File: src/rtl/mrlb_ram.sv
// ----------------------------------------------------------------------------
// mrlb_ram: generic simple dual-port RAM
// One write port, one read port, registered read data.
// ----------------------------------------------------------------------------
module mrlb_ram #(
   parameter int WIDTH = 8,
   parameter int DEPTH = 256
) (
   input  logic                     clock,
   input  logic                     we,
   input  logic [$clog2(DEPTH)-1:0] waddr,
   input  logic [WIDTH-1:0]         wdata,
   input  logic [$clog2(DEPTH)-1:0] raddr,
   output logic [WIDTH-1:0]         rdata
);

   logic [WIDTH-1:0] mem_ff [DEPTH];
   logic [WIDTH-1:0] rdata_ff;

   always_ff @(posedge clock) begin
      if (we) begin
         mem_ff[waddr] <= wdata;
      end
      rdata_ff <= mem_ff[raddr];
   end

   assign rdata = rdata_ff;

endmodule

File: config.mk
export PLATFORM = sky130hd
export DESIGN_NAME = mrlb_ram
export DESIGN_NICKNAME = d
export VERILOG_FILES = /design/src/rtl/mrlb_ram.sv
export SDC_FILE = /design/constraint.sdc
export NUM_CORES = 2
export LEC_CHECK = 0
export BUFFER_PORTS_ARGS = -buffer_cell sky130_fd_sc_hd__buf_2
export CAP_MARGIN = 40
export CORE_ASPECT_RATIO = 0.5
export CORE_MARGIN = 2
export CORE_UTILIZATION = 40
export CTS_CLUSTER_DIAMETER = 60
export DETAILED_ROUTE_END_ITERATION = 12
export SLEW_MARGIN = 20
export SYNTH_ARGS = -nofsm -noshare
export SYNTH_HDL_FRONTEND = slang
export SYNTH_SLANG_ARGS = --single-unit
export TNS_END_PERCENT = 1
File: constraint.sdc
create_clock -name clock -period 3.3 [get_ports clock]
set_clock_uncertainty 0.05 [all_clocks]
set_input_delay 0.165 -clock clock [delete_from_list [all_inputs] [get_ports clock]]
set_output_delay 0.165 -clock clock [all_outputs]
set_load 0.05 [all_outputs]
# --- Yosys cells after proc, flatten, opt, wreduce, memory -nomap -nowiden ---
# Memory sizes are Yosys's and may differ from the RTL's. A register that Yosys moved wholly into a read port is not among the register bits.
# Index checks and enable logic that the tools add are counted.
# W data, S select, Z words.
word_totals:
  register_bits: 0
  mem_bits_rw: 2048
  in_bits: 26
  memories: 1
mem_list:
  columns: ["memory", "words", "width", "rd", "rd_clocked_by_memory_dff", "wr", "line", "rtl"]
  rows:
  - ["mem_ff", 256, 8, 1, 1, 1, "17", "logic [WIDTH-1:0] mem_ff [DEPTH];"]
classes:
  mux: 2
ops:
  columns: ["operator", "n"]
  rows:
  - ["$mux W1", 2]

# --- Longest topological paths before layout ---
depth:
  depth_word: 2
  depth_mapped: 11
  mapped_depth_nobuf: 6

# --- Least setup slack after synthesis ---
# No wires, ideal clock.
synth_path:
  path_type: "input to register"
  start: "in raddr[0]"
  end: "reg rdata_ff[2], in the netlist rdata[2], read port of mem_ff"
  setup_ns: 0.131
  t_arrival_ns: 1.972
  setup_slack_ns: 1.147
  path_stages: 9
  n_path_buf: 4
  path_cell_list: "buf_6 -> buf_12 -> buf_8 -> buf_2 -> mux4_2 -> a22oi_1 -> a21oi_1 -> nor4_1 -> nor4_2"
synth_lines:
  columns: ["item", "line", "rtl"]
  rows:
  - ["start: declaration", "13", "input logic [$clog2(DEPTH)-1:0] raddr,"]
  - ["end: declaration", "18", "logic [WIDTH-1:0] rdata_ff;"]

==> results.ini <==
[run_status]
status = complete, but fails checks
violations = hold timing

[clocking]
cts_buffers = 184
cts-root-to-sink-buffers = 3
htreeDepth = 4
cts_sinks = 2056
worstSkewPairLatency_ps = 830
root_buffer = clkbuf_16
cts_tree = built
cts_setup_buffers = 0
path_clk_slew_ps = 60

[grt]
antenna_found_initial = 8
grt_max_degree = 110
overflow = 0
grt_pass1_vias = 39900
track_usage = 0.196
grt_pass1_wl_mm = 286

[floorplan]
die_w_um = 635
core_um2 = 197000
die_h_um = 319
start_util = 0.404
pin_count = 34
rows = 115
die_area_um2 = 203000

[routing]
drt_iter0_markers = 4909
first_pass_iters = 6
wl_mm = 198
vias = 39900
vias_per_cell = 5.75
postRouteAntennaNets = 0
post_drt_wl_per_cell_um = 28.6
post-route-drc-count = 0

[place]
dpl.hpwl_mm = 126
gp_congestion = 0.896
io_buffers = 33

[timing]
fin_crit_ps = 2710
slew_violations = 0
rsz0062_at_grt = false
whs_ps = -26.8
setup_viol = 0
slew_headroom = 0.381
final_hold_viol_count = 16
setup_tns_ps = 0
worst-slew-pin-transition_ps = 928
fmax_mhz = 368
fin_crit_sh = 0.822

[flow_run]
maxCapViolations = 0

[power]
comb_power_share = 0.053
power_w = 0.0526
p_int_w = 0.0415
p_sw_w = 0.0112
ir_drop_mv = 0.431
power_leakage_nw = 28.6
clock_power_share = 0.399
seq_power_share = 0.548
powerDensity_nw_per_um2 = 577
power.share.switching = 0.212

[cells_and_area]
final_common_cell = edfxtp_1
final_core_util = 0.463
final_cell_mix = 2048 x edfxtp_1, 454 x mux4_2, 361 x buf_4
layout-drive-gt1-share = 0.270
nFillCells = 16300
syn2layout_area_growth_pct = 14.7
nets = 4164

[worst_setup_path]
cp-end-kind = flop
worst-path-max-fanout = 1
worstRegToRegCells = 7
critPathArrivalTime_ps = 3340
crit_path_start_kind = flop
required_ps = 3930
crit_type = flop to flop

[yosys]
synth_top_area_cell = edfxtp_1
syn_inst = 3733
synthDominantCellAreaShare = 0.773
synthSimpleGateAreaFrac = 0.0263
dominantRegCellSynth = edfxtp_1
synth-compound-area-share = 0.0342
ys_types = 55
synth-xor-area-share = 0
synth.area.mux_share = 0.146
synth_nets = 3759
synth_adder_area_share = 0
synth_top_family_by_area = multiplexers
netlist_area_um2 = 79600
synth_edf_count = 2048
synthArstFlopShare = 0
synth.ff_latch_count = 2056
yosysWarnings = 0
avgSynthCellArea_um2 = 21.3
synthTopCellsByArea = edfxtp_1 77%, mux4_2 13%, mux2i_1 1.7%
ys_seq_area_frac = 0.775

[worst_hold_path]
min_path_cells = 1
hold_path.class = input port to flop

## final timing paths
check / start / end / slack [ps]
worst min register to register: mem_ff[22][2] / rdata[2] / 1100
worst max-delay path: mem_ff[83][5] / rdata[5] / 590
worst max register to register: mem_ff[83][5] / rdata[5] / 590
worst min-delay path: wdata[3] / mem_ff[208][3] / -30
## cells by family (layout without fill, tap and decap cells)
| kind of cell | Yosys count | after routing |
|---|---|---|
| DFF | 2056 | 2056 |
| muxes | 591 | 591 |
| and+or+nand+nor | 466 | 466 |
| AOI/OAI and AO/OA | 385 | 385 |
| buffers and inverters | 235 | 797 |
| other | 0 | 3 |
## worst max-delay path: stages (launching register included)
cell      delay, ps
edfxtp_1        370
mux4_2          480
a22o_1          240
a221oi_1        450
o32ai_1         190
buf_4           180
nor3_1          480
nor4_1          140
## synthesized netlist by cell type (24+ instances only)
cell / number
nand2_1: 33
edfxtp_1: 2048
a22oi_1: 133
a21oi_1: 96
nor4_1: 24
clkbuf_1: 111
o221ai_1: 46
o22ai_1: 28
nand3_1: 34
nor2b_1: 31
buf_2: 31
buf_4: 27
mux4_2: 454
nor2_1: 282
mux2i_1: 134
## power by group through the flow
stage | Clock, W | Combinational [W] | Sequential, W
after global placement | 0 | 0.00275 | 0.0294
after global routing | 0.0224 | 0.00295 | 0.0288
after detailed placement | 0 | 0.00280 | 0.0294
after floorplan | 0 | 0.00140 | 0.0294
after CTS | 0.0213 | 0.00282 | 0.0288
final | 0.0210 | 0.00280 | 0.0288
## layout make-up
type	instances	area, µm²	share of cell area
inverters	2	7.51	0.0000823
clock inverters	109	892	0.00978
repair buffers	452	3940	0.0432
well taps	2632	3290	0.0361
clock buffers	234	4940	0.0541
flip-flops and latches	2056	61700	0.676
multi-input cells	1442	16500	0.181
diodes	3	7.51	0.0000823
## stage by stage
step,cell area (µm²),cells,worst slack (ps)
after floorplan,79600,3733,1150
after global placement,85100,6542,-393
after detailed placement,85100,6551,-63.5
after CTS,91100,6907,403
after global routing,91200,6927,543
final,91200,6930,586
## metal layers
metal	vias up	GRT usage	share of wire
met2	1768	0.307	0.47
met4	2	0.0530	0.025
met3	295	0.0364	0.085
met5	-	0	0.000066
met1	21300	0.282	0.42
li1	16500	-	-
## repair_timing
action	in CTS	in global routing
endpoints found under the hold margin	405	0
hold buffers	13	0
resized for setup	0	0
## flip-flops by register name, summed over array words and instances, names as in the netlist
| name | cells |
|---|---|
| rdata | 8 |
| mem_ff | 2048 |
No activity file was read; power rests on OpenSTA's default activity.
