[src/rtl/mrlb_pkg.sv]
// ----------------------------------------------------------------------------
// mrlb_pkg: shared definitions for the line break cost engine
// Widths, window and word limits, state codes and the structs passed
// between the sequencer and the candidate cost unit.
// ----------------------------------------------------------------------------
package mrlb_pkg;

   localparam int MAX_WORDS    = 2048;
   localparam int WINDOW_DEPTH = 256;

   localparam int SLOT_W   = $clog2(WINDOW_DEPTH);
   localparam int CNT_W    = $clog2(MAX_WORDS + 1);
   localparam int SPAN_MAX = WINDOW_DEPTH - 1;

   localparam int LEN_W    = 8;
   localparam int LW_W     = 8;
   localparam int IDX_W    = 12;
   localparam int PREFIX_W = 20;
   localparam int COST_W   = 40;
   localparam int SQ_W     = 2 * LW_W;
   localparam int CUBE_W   = 3 * LW_W;
   localparam int SLACK_W  = PREFIX_W + 2;

   localparam int CSR_DATA_W = 32;
   localparam int CSR_ADDR_W = 3;

   localparam logic [COST_W-1:0] COST_MAX = '1;
   localparam logic [LW_W-1:0]   LINE_WIDTH_RESET = 8'd80;

   // register index decoded from paddr[2]
   localparam logic REG_LINE_WIDTH = 1'b0;

   typedef logic [CNT_W-1:0]    cnt_type;
   typedef logic [SLOT_W-1:0]   slot_type;
   typedef logic [PREFIX_W-1:0] prefix_type;
   typedef logic [COST_W-1:0]   cost_type;

   typedef enum logic [2:0] {
      ST_IDLE,
      ST_PREFIX,
      ST_SCAN,
      ST_DRAIN,
      ST_WRITE
   } state_type;

   typedef struct packed {
      logic    valid;
      cnt_type index;
   } issue_type;

   typedef struct packed {
      logic     feasible;
      cost_type cost;
   } cost_entry_type;

   typedef struct packed {
      logic     found;
      cost_type cost;
      cnt_type  start;
   } best_type;

endpackage

[src/rtl/mrlb_cost_unit.sv]
// ----------------------------------------------------------------------------
// mrlb_cost_unit: candidate line cost pipeline
// Per candidate start: slack from prefix sums, square, cube, add to the
// base cost with saturation, and keep the cheapest (earliest on a tie).
// ----------------------------------------------------------------------------
module mrlb_cost_unit (
   input  logic                        clock,
   input  logic                        reset,
   input  logic                        clear,
   input  mrlb_pkg::issue_type         issue,
   input  logic [mrlb_pkg::LW_W-1:0]   line_width,
   input  mrlb_pkg::cnt_type           word_j,
   input  mrlb_pkg::prefix_type        prefix_j,
   input  logic                        last,
   input  mrlb_pkg::prefix_type        prefix_rd,
   input  mrlb_pkg::cost_entry_type    cost_rd,
   output logic                        busy,
   output mrlb_pkg::best_type          best
);

   // stage 1: slack
   logic                          s1_v_ff, s1_v_in;
   logic                          s1_ok_ff, s1_ok_in;
   logic [mrlb_pkg::LW_W-1:0]     s1_s_ff, s1_s_in;
   mrlb_pkg::cost_type            s1_base_ff, s1_base_in;
   mrlb_pkg::cnt_type             s1_i_ff, s1_i_in;
   // stage 2: square
   logic                          s2_v_ff, s2_ok_ff;
   logic [mrlb_pkg::LW_W-1:0]     s2_s_ff;
   logic [mrlb_pkg::SQ_W-1:0]     s2_sq_ff, s2_sq_in;
   mrlb_pkg::cost_type            s2_base_ff;
   mrlb_pkg::cnt_type             s2_i_ff;
   // stage 3: cube
   logic                          s3_v_ff, s3_ok_ff;
   logic [mrlb_pkg::CUBE_W-1:0]   s3_cube_ff, s3_cube_in;
   mrlb_pkg::cost_type            s3_base_ff;
   mrlb_pkg::cnt_type             s3_i_ff;

   mrlb_pkg::best_type            best_ff, best_in;

   mrlb_pkg::prefix_type          base_prefix;
   logic                          base_feasible;
   mrlb_pkg::cost_type            base_cost;
   mrlb_pkg::prefix_type          seg_sum;
   logic [mrlb_pkg::SLACK_W-1:0]  slack;
   logic [mrlb_pkg::CUBE_W-1:0]   line_cost;
   logic [mrlb_pkg::COST_W:0]     cand_sum;
   mrlb_pkg::cost_type            cand;

   // stage 1: start word one begins right after word zero (cost 0, feasible)
   always_comb begin
      if (issue.index == mrlb_pkg::CNT_W'(1)) begin
         base_prefix   = '0;
         base_feasible = 1'b1;
         base_cost     = '0;
      end else begin
         base_prefix   = prefix_rd;
         base_feasible = cost_rd.feasible;
         base_cost     = cost_rd.cost;
      end
      seg_sum    = prefix_j - base_prefix;
      slack      = mrlb_pkg::SLACK_W'(line_width)
                 - mrlb_pkg::SLACK_W'(word_j - issue.index)
                 - mrlb_pkg::SLACK_W'(seg_sum);
      s1_v_in    = issue.valid;
      s1_ok_in   = base_feasible & ~slack[mrlb_pkg::SLACK_W-1];
      s1_s_in    = slack[mrlb_pkg::LW_W-1:0];
      s1_base_in = base_cost;
      s1_i_in    = issue.index;
   end

   assign s2_sq_in   = mrlb_pkg::SQ_W'(s1_s_ff) * mrlb_pkg::SQ_W'(s1_s_ff);
   assign s3_cube_in = mrlb_pkg::CUBE_W'(s2_sq_ff) * mrlb_pkg::CUBE_W'(s2_s_ff);

   // stage 4: accumulate and select
   always_comb begin
      line_cost = last ? '0 : s3_cube_ff;
      cand_sum  = {1'b0, s3_base_ff} + (mrlb_pkg::COST_W + 1)'(line_cost);
      cand      = cand_sum[mrlb_pkg::COST_W] ? mrlb_pkg::COST_MAX
                                              : cand_sum[mrlb_pkg::COST_W-1:0];
      best_in   = best_ff;
      if (clear) begin
         best_in = '0;
      end else if (s3_v_ff && s3_ok_ff && (!best_ff.found || cand < best_ff.cost)) begin
         best_in.found = 1'b1;
         best_in.cost  = cand;
         best_in.start = s3_i_ff;
      end
   end

   always_ff @(posedge clock) begin
      if (reset) begin
         s1_v_ff <= 1'b0;
         s2_v_ff <= 1'b0;
         s3_v_ff <= 1'b0;
         best_ff <= '0;
      end else begin
         s1_v_ff <= s1_v_in;
         s2_v_ff <= s1_v_ff;
         s3_v_ff <= s2_v_ff;
         best_ff <= best_in;
      end
   end

   always_ff @(posedge clock) begin
      s1_ok_ff   <= s1_ok_in;
      s1_s_ff    <= s1_s_in;
      s1_base_ff <= s1_base_in;
      s1_i_ff    <= s1_i_in;
      s2_ok_ff   <= s1_ok_ff;
      s2_s_ff    <= s1_s_ff;
      s2_sq_ff   <= s2_sq_in;
      s2_base_ff <= s1_base_ff;
      s2_i_ff    <= s1_i_ff;
      s3_ok_ff   <= s2_ok_ff;
      s3_cube_ff <= s3_cube_in;
      s3_base_ff <= s2_base_ff;
      s3_i_ff    <= s2_i_ff;
   end

   assign busy = issue.valid | s1_v_ff | s2_v_ff | s3_v_ff;
   assign best = best_ff;

endmodule

[config.mk]
export PLATFORM = sky130hd
export DESIGN_NAME = mrlb_cost_unit
export DESIGN_NICKNAME = d
export VERILOG_FILES = /design/src/rtl/mrlb_pkg.sv /design/src/rtl/mrlb_cost_unit.sv
export SDC_FILE = /design/constraint.sdc
export NUM_CORES = 1
export LEC_CHECK = 0
export ABC_AREA = 0
export BUFFER_PORTS_ARGS = -buffer_cell sky130_fd_sc_hd__buf_2
export CAP_MARGIN = 20
export CORE_MARGIN = 3
export CORE_UTILIZATION = 40
export DETAILED_ROUTE_END_ITERATION = 6
export GPL_TIMING_DRIVEN = 0
export MAX_ROUTING_LAYER = met4
export PLACE_DENSITY = 0.59
export SLEW_MARGIN = 20
export SYNTH_ARGS = -nofsm -noshare
export SYNTH_HDL_FRONTEND = slang
export SYNTH_SLANG_ARGS = --single-unit
[constraint.sdc]
create_clock -name clock -period 7.4 [get_ports clock]
set_input_delay 0.37 -clock clock [delete_from_list [all_inputs] [get_ports clock]]
set_output_delay 0.37 -clock clock [all_outputs]
set_load 0.02 [all_outputs]
Word-level counts from Yosys, hierarchy flattened. Cells that the tools add are included.

Bits in registers: 271. Input port bits: 118. Output and inout bits: 54. Logic and storage cells: 42.

Add/sub/neg operators: 5. $mul: 2. Order comparisons: 1. Eq/ne operators: 1. Multiplexer cells: 4. Bitwise logic cells: 5. Reductions and logical operators: 5.

Operator list (number): 40-bit by 24-bit adder with 41-bit output (1); 40-bit less-than comparator (1); 40-bit 2-to-1 mux (1); 16-bit by 8-bit multiplier with 24-bit output (1); 24-bit 2-to-1 mux (1); 14-bit by 21-bit subtractor with 22-bit output (1); 20-bit 2-to-1 mux (1); 20-bit subtractor (1); 8-bit by 8-bit multiplier with 16-bit output (1); 9-bit by 13-bit subtractor with 14-bit output (1); 12-bit by 12-bit subtractor with 13-bit output (1); 12-bit by 1-bit equality test with 1-bit output, second input constant (1); 1-bit OR (3); 1-bit logical AND (2); 2-bit OR reduction (1); 1-bit AND (1); 1-bit zero test (1); 1-bit logical OR (1); 1-bit 2-to-1 mux (1); 1-bit inverter (1).

Depth between registers and ports, before layout. Gate-level depths: netlist (run 1).

Depth after elaboration: 6. Gate-level depth with buffers: 24. Gate-level depth less buffers: 23.

Worst setup path after synthesis (run 1). No wires, ideal clock.

Kind: input port to flip-flop. Start: in last. End: reg best_ff (netlist bit best[32]). Setup time: 91 ps. Arrival: 4916 ps. Setup slack: 2393 ps. Cell stages on the path: 23. Path through: clkbuf_1 -> nor2b_1 -> fa_1 -> a211oi_1 -> o21a_1 -> o2111ai_1 -> nand4_1 -> a211o_1 -> buf_2 -> clkbuf_1 -> clkbuf_1 -> nand2_1 -> ha_1 -> nand4_1 -> nor2_1 -> a221o_1 -> a41oi_1 -> o211a_1 -> o21a_1 -> clkbuf_1 -> clkbuf_1 -> a21oi_1 -> a311oi_1.

Word-level cells in the longest chain between the ends: 6.

Ends and longest elaborated chain: from (decl) (line mrlb_cost_unit.sv:14) `input logic last,`; 24-bit 2-to-1 mux (line mrlb_cost_unit.sv:77) `line_cost = last ? '0 : s3_cube_ff;`; 40-bit by 24-bit adder with 41-bit output (line mrlb_cost_unit.sv:78) `cand_sum = {1'b0, s3_base_ff} + (mrlb_pkg::COST_W + 1)'(line_cost);`; 40-bit 2-to-1 mux (line mrlb_cost_unit.sv:79) `cand = cand_sum[mrlb_pkg::COST_W] ? mrlb_pkg::COST_MAX`; via cand[23] (line mrlb_cost_unit.sv:48) `mrlb_pkg::cost_type cand;`; 40-bit less-than comparator (line mrlb_cost_unit.sv:84) `end else if (s3_v_ff && s3_ok_ff && (!best_ff.found || cand < best_ff.cost)) begin`; 1-bit logical OR (line mrlb_cost_unit.sv:84); 1-bit logical AND (line mrlb_cost_unit.sv:84); to (signal assigned) (line mrlb_cost_unit.sv:101) `best_ff <= best_in;`; to (decl) (line mrlb_cost_unit.sv:39) `mrlb_pkg::best_type best_ff, best_in;`.

The timed path passes the listed nets, and every way through them passes these cells. A chain may end at the register's enable or synchronous reset.

Worst setup path in the final report (run 1).
Start: reg s3_cube_ff[0] (netlist name). End: reg best_ff (netlist bit best[45]).

Word-level cells in the longest chain between the ends: 6.

Ends and longest elaborated chain: from (decl) (line mrlb_cost_unit.sv:35) `logic [mrlb_pkg::CUBE_W-1:0] s3_cube_ff, s3_cube_in;`; from (signal assigned) (line mrlb_cost_unit.sv:116) `s3_cube_ff <= s3_cube_in;`; 24-bit 2-to-1 mux (line mrlb_cost_unit.sv:77); 40-bit by 24-bit adder with 41-bit output (line mrlb_cost_unit.sv:78); 40-bit 2-to-1 mux (line mrlb_cost_unit.sv:79); via cand[20] (line mrlb_cost_unit.sv:48); 40-bit less-than comparator (line mrlb_cost_unit.sv:84); 1-bit logical OR (line mrlb_cost_unit.sv:84); 1-bit logical AND (line mrlb_cost_unit.sv:84).

The timed path passes the listed nets, and every way through them passes these cells.

==> impl_metrics.py, run 1 <==
metrics = {
    "setup_path": {
        "crit_family": "compound AO/OA/AOI/OAI gates",
        "critPathArrivalTime_ns": 6.77,
        "cp_cell_sequence": "nor2b_1, ha_1, fa_1, a211oi_1, o21a_1, o2111ai_1, nand4_1, a211o_1, buf_2, clkbuf_1, clkbuf_1, nand2_1, ha_1, nand4_1, nor2_1, a221o_1, a41oi_1, o211a_1, o21a_1, clkbuf_1, clkbuf_1, a21oi_1, a211oi_1",
        "critPathKind": "reg2reg",
        "worst_path_largest_cell_delay_ns": 0.61,
        "crit_path_end_kind": "register",
        "worstPathRequired_ns": 7.87,
        "worst-path-buf-inv": 5,
        "critPathMaxFanout": 10,
        "slowest_stage": "clkbuf_1",
        "startpoint_type": "register",
        "rrSetupSlack_ns": 1.10,
        "cp_common_cell": "clkbuf_1",
    },
    "global_routing": {
        "grt_pass1_vias": 13860,
        "grt_pass1_wl_um": 67680,
        "antenna_found_initial": 0,
        "grt_max_degree": 16,
        "grt_usage_pct": 18.18,
        "grt-ovfl-total": 0,
    },
    "floorplan": {
        "die_area_um2": 45780,
        "placementRows": 75,
        "start_util_pct": 40.88,
        "die_w_um": 214.0,
        "io_pins": 172,
        "fp.dieH_um": 214.0,
        "coreArea_um2": 42320,
    },
    "synth": {
        "netlist.area_leader.share_pct": 31.13,
        "synth_seq_cells": 269,
        "ys_warn_count": 0,
        "syn-num-nets": 2297,
        "netlist_instances": 1859,
        "ys_types": 75,
        "synth_flop_cell": "dfxtp_1",
        "seq_area_frac_synth_pct": 31.13,
        "synth_top_area_cell": "dfxtp_1",
        "async_flop_share_pct": 0,
        "netlist_area_um2": 17300,
        "syn_area_per_cell_um2": 9.306,
        "synth.area.top_cells": "dfxtp_1 31%, ha_1 15%, fa_1 13%",
        "synth_edf_count": 0,
    },
    "layout": {
        "nNetsFinal": 2526,
        "drive_gt1_share_pct": 12.56,
        "n_antenna_cell": 0,
        "area_delta_synth_final_pct": 16.58,
        "num-fill-cells": 4056,
    },
    "sta": {
        "drv_slew": 0,
        "relSlewSlack_pct": 47.46,
        "setup_viol": 0,
        "worstMarginPinSlew_ns": 0.7799,
        "fmaxAchievable_mhz": 158.7,
        "hold_viol_final": 0,
        "fin_tns_setup_ns": 0,
        "fin_worst_skew_ns": 0.01935,
        "finalCriticalPeriod_ns": 6.301,
        "timing.final.crit_share_pct": 85.15,
        "rsz0062_at_grt": "false",
    },
    "clocking": {
        "cts_root_buf": "clkbuf_16",
        "post_cts_buffers": 0,
        "ctsResizeCount": 0,
        "cts.path.max_buffers": 3,
        "cts_sinks": 269,
        "clkTransAtPathRegs_ns": 0.07,
        "tritoncts": "done",
        "cts-hold-fix-buffers": 28,
        "cts_made_buffers": 28,
        "htreeDepth": 1,
        "clk_latency_ns": 0.56,
    },
    "placed_design": {
        "place_congestion": 0.9046,
        "dp_hpwl_um": 33310,
        "place.port_buffers": 171,
    },
    "job": {
        "maxCapViolations": 0,
    },
    "detailed_routing": {
        "dr_total_vias": 13340,
        "antenna_left": 0,
        "drt_wl_total_um": 40680,
        "viasPerCell": 4.963,
        "drcViolationCount": 0,
        "dr.pass1.iters": 5,
        "m1WireLength_um": 18640,
        "dr_wl_met3_um": 1579,
        "routedWlPerCell_um": 15.14,
        "topRoutingLayerUsed": "met4",
        "wl_met2_um": 19470,
        "drt_iter0_drc": 485,
    },
    "outcome": {
        "status": "complete, no violations",
    },
    "min_path": {
        "hold_class": "in2reg",
    },
}
through the flow:
step / std cells / util, % / hold WS [ns] / area, um2 / worst slack [ns]
2_1_floorplan: 1859 / - / 0.3096 / 17300 / 2.393
3_3_place_gp: 2607 / 44.61 / 0.3112 / 18880 / 0.7286
3_5_place_dp: 2607 / 44.61 / 0.3121 / 18880 / 0.6617
4_1_cts: 2687 / 47.65 / 0.001420 / 20170 / 1.096
5_1_grt: 2687 / 47.65 / 0.002889 / 20170 / 0.5657
6_report: 2687 / 47.65 / 0.02424 / 20170 / 1.099
area by class of cell:
class / instances / area (um2) / area share, %
multi-input combinational: 1319 / 10880 / 53.96
sequential: 269 / 5385 / 26.70
timing repair buffer: 199 / 1136 / 5.633
inverter: 219 / 822.0 / 4.076
clock buffer: 33 / 749.5 / 3.716
tap: 577 / 721.9 / 3.580
clock inverter: 19 / 260.3 / 1.290
buffer: 52 / 211.5 / 1.048
state kept, by name, summed over array words and instances, names as in the netlist:
register / cells
best: 53
s1_base_ff: 40
s1_i_ff: 12
s1_ok_ff: 1
s1_s_ff: 8
s1_v_ff: 1
s2_base_ff: 40
s2_i_ff: 12
s2_ok_ff: 1
s2_s_ff: 7
s2_sq_ff: 15
s2_v_ff: 1
s3_base_ff: 40
s3_cube_ff: 24
s3_i_ff: 12
s3_ok_ff: 1
s3_v_ff: 1
worst paths after layout:
check	from	to	depth (start not counted)
worst max-delay path	s3_cube_ff[0]	best[45]	23
worst min-delay path	cost_rd[13]	s1_base_ff[13]	2
worst max register to register	s3_cube_ff[0]	best[45]	23
worst min register to register	s1_base_ff[5]	s2_base_ff[5]	0
routing by layer:
layer	vias up	global-route usage, %
li1	6731	-
met1	6295	22.50
met2	243	31.40
met3	67	2.270
met4	0	5.001
met5	-	-
logic make-up (layout without fill, tap and decap cells):
logic type      Yosys count  after routing  synth area share [%]
xor+xnor                 88             88                 4.455
mux                      10             10                0.6292
fa+ha+maj               320            320                 28.09
buf+inv                 271            522                 5.974
other cells               2              2               0.04341
compound gates          373            373                 14.18
flops                   269            269                 31.13
simple gates            526            526                 15.51
cell usage in the layout, fill, tap and decap left out, types with 5 or more instances in the layout:
cell type      synthesis  final
nor2_1                56     56
o211ai_1               9      9
nand2_1              171    171
nor4_1                 9      9
ha_1                 206    206
o21ai_0               72     71
inv_1                219    219
bufinv_16              0      5
dfxtp_1              269    269
fa_1                 114    114
dlygate4sd3_1          0     28
o31ai_1                6      6
mux2_2                 7      7
a21oi_1              116    116
a211oi_1              17     17
o2111ai_1              5      5
nor2b_1               37     37
xnor2_1               59     59
nand2b_1              13     13
clkbuf_1              42     44
a31oi_1               11     11
a31o_2                 5      5
o21a_1                14     14
and3_1                13     13
or2_2                  7      7
and2_1               124    124
nand3_1               39     39
a311oi_1              25     25
o21bai_1               7      7
nor3_1                24     24
clkbuf_16              0     28
buf_2                  7    178
xor2_1                29     29
a21boi_0               6      6
a211o_1                5      5
nand4_1               14     14
a21o_1                33     33
cell usage after synthesis, drive strengths merged, types with 9 or more instances:
library cell  count
nor4              9
a211oi           19
xnor2            59
o21a             15
nand3            39
a21oi           117
and2            124
a311oi           26
fa              114
dfxtp           269
nand2b           13
buf              10
a21o             33
nand2           171
inv             219
nor2b            37
and3             13
ha              206
nand4            15
clkbuf           42
nor2             56
xor2             29
a31oi            11
o21ai            75
o211ai            9
nor3             24
Power of run 1 is not shown: default switching activity piles up to over one toggle a cycle in this logic, so the estimate is an artifact.
==> run 2, diff against run 1 <==
BUFFER_PORTS_ARGS = -buffer_cell sky130_fd_sc_hd__buf_4   (was -buffer_cell sky130_fd_sc_hd__buf_2)
==> run 2 against run 1 <==
Net effect:
- die area is the same
- hold slack better by 0.0030 ns
- via count hardly changed
- register-to-register slack improved by 0.07 ns
- sequential share of layout area decreased by 0.82 points
- first-iteration DRC count up 19%
- count of clock-buffer cells in the layout decreased by 1
- non-clock buffer count increased by 18
- global-route usage hardly changed
- critical endpoint is now best[44]
- highest routed layer unchanged
==> impl_metrics.py, run 2 (synthesis results as in run 1) <==
metrics = {
    "setup_path": {
        "ff2ff_path_depth": 23,
        "crit_path_end_kind": "register",
        "startpoint_type": "register",
        "r2r_start": "s3_cube_ff[0]",
        "rrSetupSlack_ns": 1.17,
        "critPathArrivalTime_ns": 6.71,
        "r2r-end": "best[44]",
        "critPathMaxFanout": 10,
        "critPathKind": "reg2reg",
        "worstPathRequired_ns": 7.88,
    },
    "detailed_routing": {
        "dr.pass1.iters": 5,
        "antenna_left": 0,
        "viasPerCell": 4.933,
        "drt_iter0_drc": 577,
        "drt_wl_total_um": 41030,
        "routedWlPerCell_um": 15.17,
        "dr_total_vias": 13340,
        "drcViolationCount": 0,
    },
    "min_path": {
        "min_path_cells": 2,
        "worstHoldEndpoint": "s1_base_ff[8]",
        "holdCritStartpoint": "cost_rd[8]",
        "hold_class": "in2reg",
    },
    "layout": {
        "seq_area_um2": 5385,
        "mostFrequentLayoutCells": "269 x dfxtp_1, 219 x inv_1, 206 x ha_1",
        "drive_gt1_share_pct": 12.41,
        "n_antenna_cell": 0,
        "area_delta_synth_final_pct": 20.28,
        "multi_input_area_um2": 10880,
        "fin_util_pct": 49.17,
        "mostFrequentLayoutCell": "dfxtp_1",
        "layoutNonFillerInstCount": 2705,
        "largest_reg_flops": 53,
        "num-fill-cells": 4012,
        "nNetsFinal": 2544,
    },
    "global_routing": {
        "grt_usage_pct": 18.19,
        "antenna_found_initial": 0,
        "grt_pass1_wl_um": 67320,
        "grt-ovfl-total": 0,
        "grt_max_degree": 17,
        "grt_pass1_vias": 13740,
    },
    "clocking": {
        "cts_made_buffers": 28,
        "cts_root_buf": "clkbuf_16",
        "htreeDepth": 1,
        "clkTransAtPathRegs_ns": 0.07,
        "clk_latency_ns": 0.57,
        "post_cts_buffers": 0,
        "tritoncts": "done",
        "cts.path.max_buffers": 3,
        "cts_sinks": 269,
    },
    "sta": {
        "relSlewSlack_pct": 47.73,
        "fmaxAchievable_mhz": 160.5,
        "drv_slew": 0,
        "setup_viol": 0,
        "fin_tns_setup_ns": 0,
        "worstMarginPinSlew_ns": 0.7840,
        "fin_worst_skew_ns": 0.01987,
        "hold-worst-slack_ns": 0.02721,
        "rsz0062_at_grt": "false",
        "finalCriticalPeriod_ns": 6.230,
        "hold_viol_final": 0,
        "timing.final.crit_share_pct": 84.19,
    },
    "floorplan": {
        "io_pins": 172,
        "fp.dieH_um": 214.0,
        "coreArea_um2": 42320,
        "placementRows": 75,
        "die_area_um2": 45780,
        "start_util_pct": 40.88,
        "die_w_um": 214.0,
    },
    "placed_design": {
        "place_congestion": 0.9159,
        "dp_cells": 2607,
        "place.port_buffers": 171,
        "dp_hpwl_um": 33100,
    },
    "outcome": {
        "status": "complete, no violations",
    },
    "job": {
        "maxCapViolations": 0,
    },
}
## run 2: per-stage QoR
step	worst slack (ns)	instance area, um2
after global routing	0.6289	20810
final	1.170	20810
after global placement	0.8277	19310
after floorplan	2.393	17300
after detailed placement	0.8194	19310
after CTS	1.198	20810
## run 2: worst max-delay path by stage
stage                  startpoint  endpoint  slack [ns]
floorplan                    last  best[32]        2.39
global placement             last  best[43]        0.83
CTS                 s3_cube_ff[0]  best[44]        1.20
global route        s3_cube_ff[0]  best[44]        0.63
finish              s3_cube_ff[0]  best[44]        1.17
detailed placement           last  best[44]        0.82
## run 2: cell type report
cell class	instances	area share [%]
multi-input combinational	1319	52.29
sequential	269	25.88
timing repair buffer	217	8.382
inverter	219	3.950
clock buffer	32	3.487
tap	577	3.469
clock inverter	20	1.521
buffer	52	1.016
## run 2: what timing repair did
item,CTS,global route
hold buffers,46,0
hold endpoints to repair,47,0
resized for setup,0,0
## run 2: metal layers
layer,vias up,global-route usage (%),wire length [um]
met2,276,31.42,19500
met4,0,5.269,1124
met5,-,-,0
met1,6229,22.39,18630
met3,68,2.312,1782
li1,6771,-,-
## run 2: critical path: stages, from the launching register on
cell and delay, ns:
dfxtp_1 0.30, nor2b_1 0.12, ha_1 0.21, fa_1 0.43, a211oi_1 0.37, o21a_1 0.22, o2111ai_1 0.20, nand4_1 0.22
a211o_1 0.14, buf_2 0.22, clkbuf_1 0.39, clkbuf_1 0.39, nand2_1 0.10, ha_1 0.31, nand4_1 0.12, nor2_1 0.10
a221o_1 0.32, a41oi_1 0.17, o211a_1 0.20, o21a_1 0.14, clkbuf_1 0.44, clkbuf_1 0.65, a21oi_1 0.13, a211oi_1 0.26
Power of run 2 is left out for the same reason.
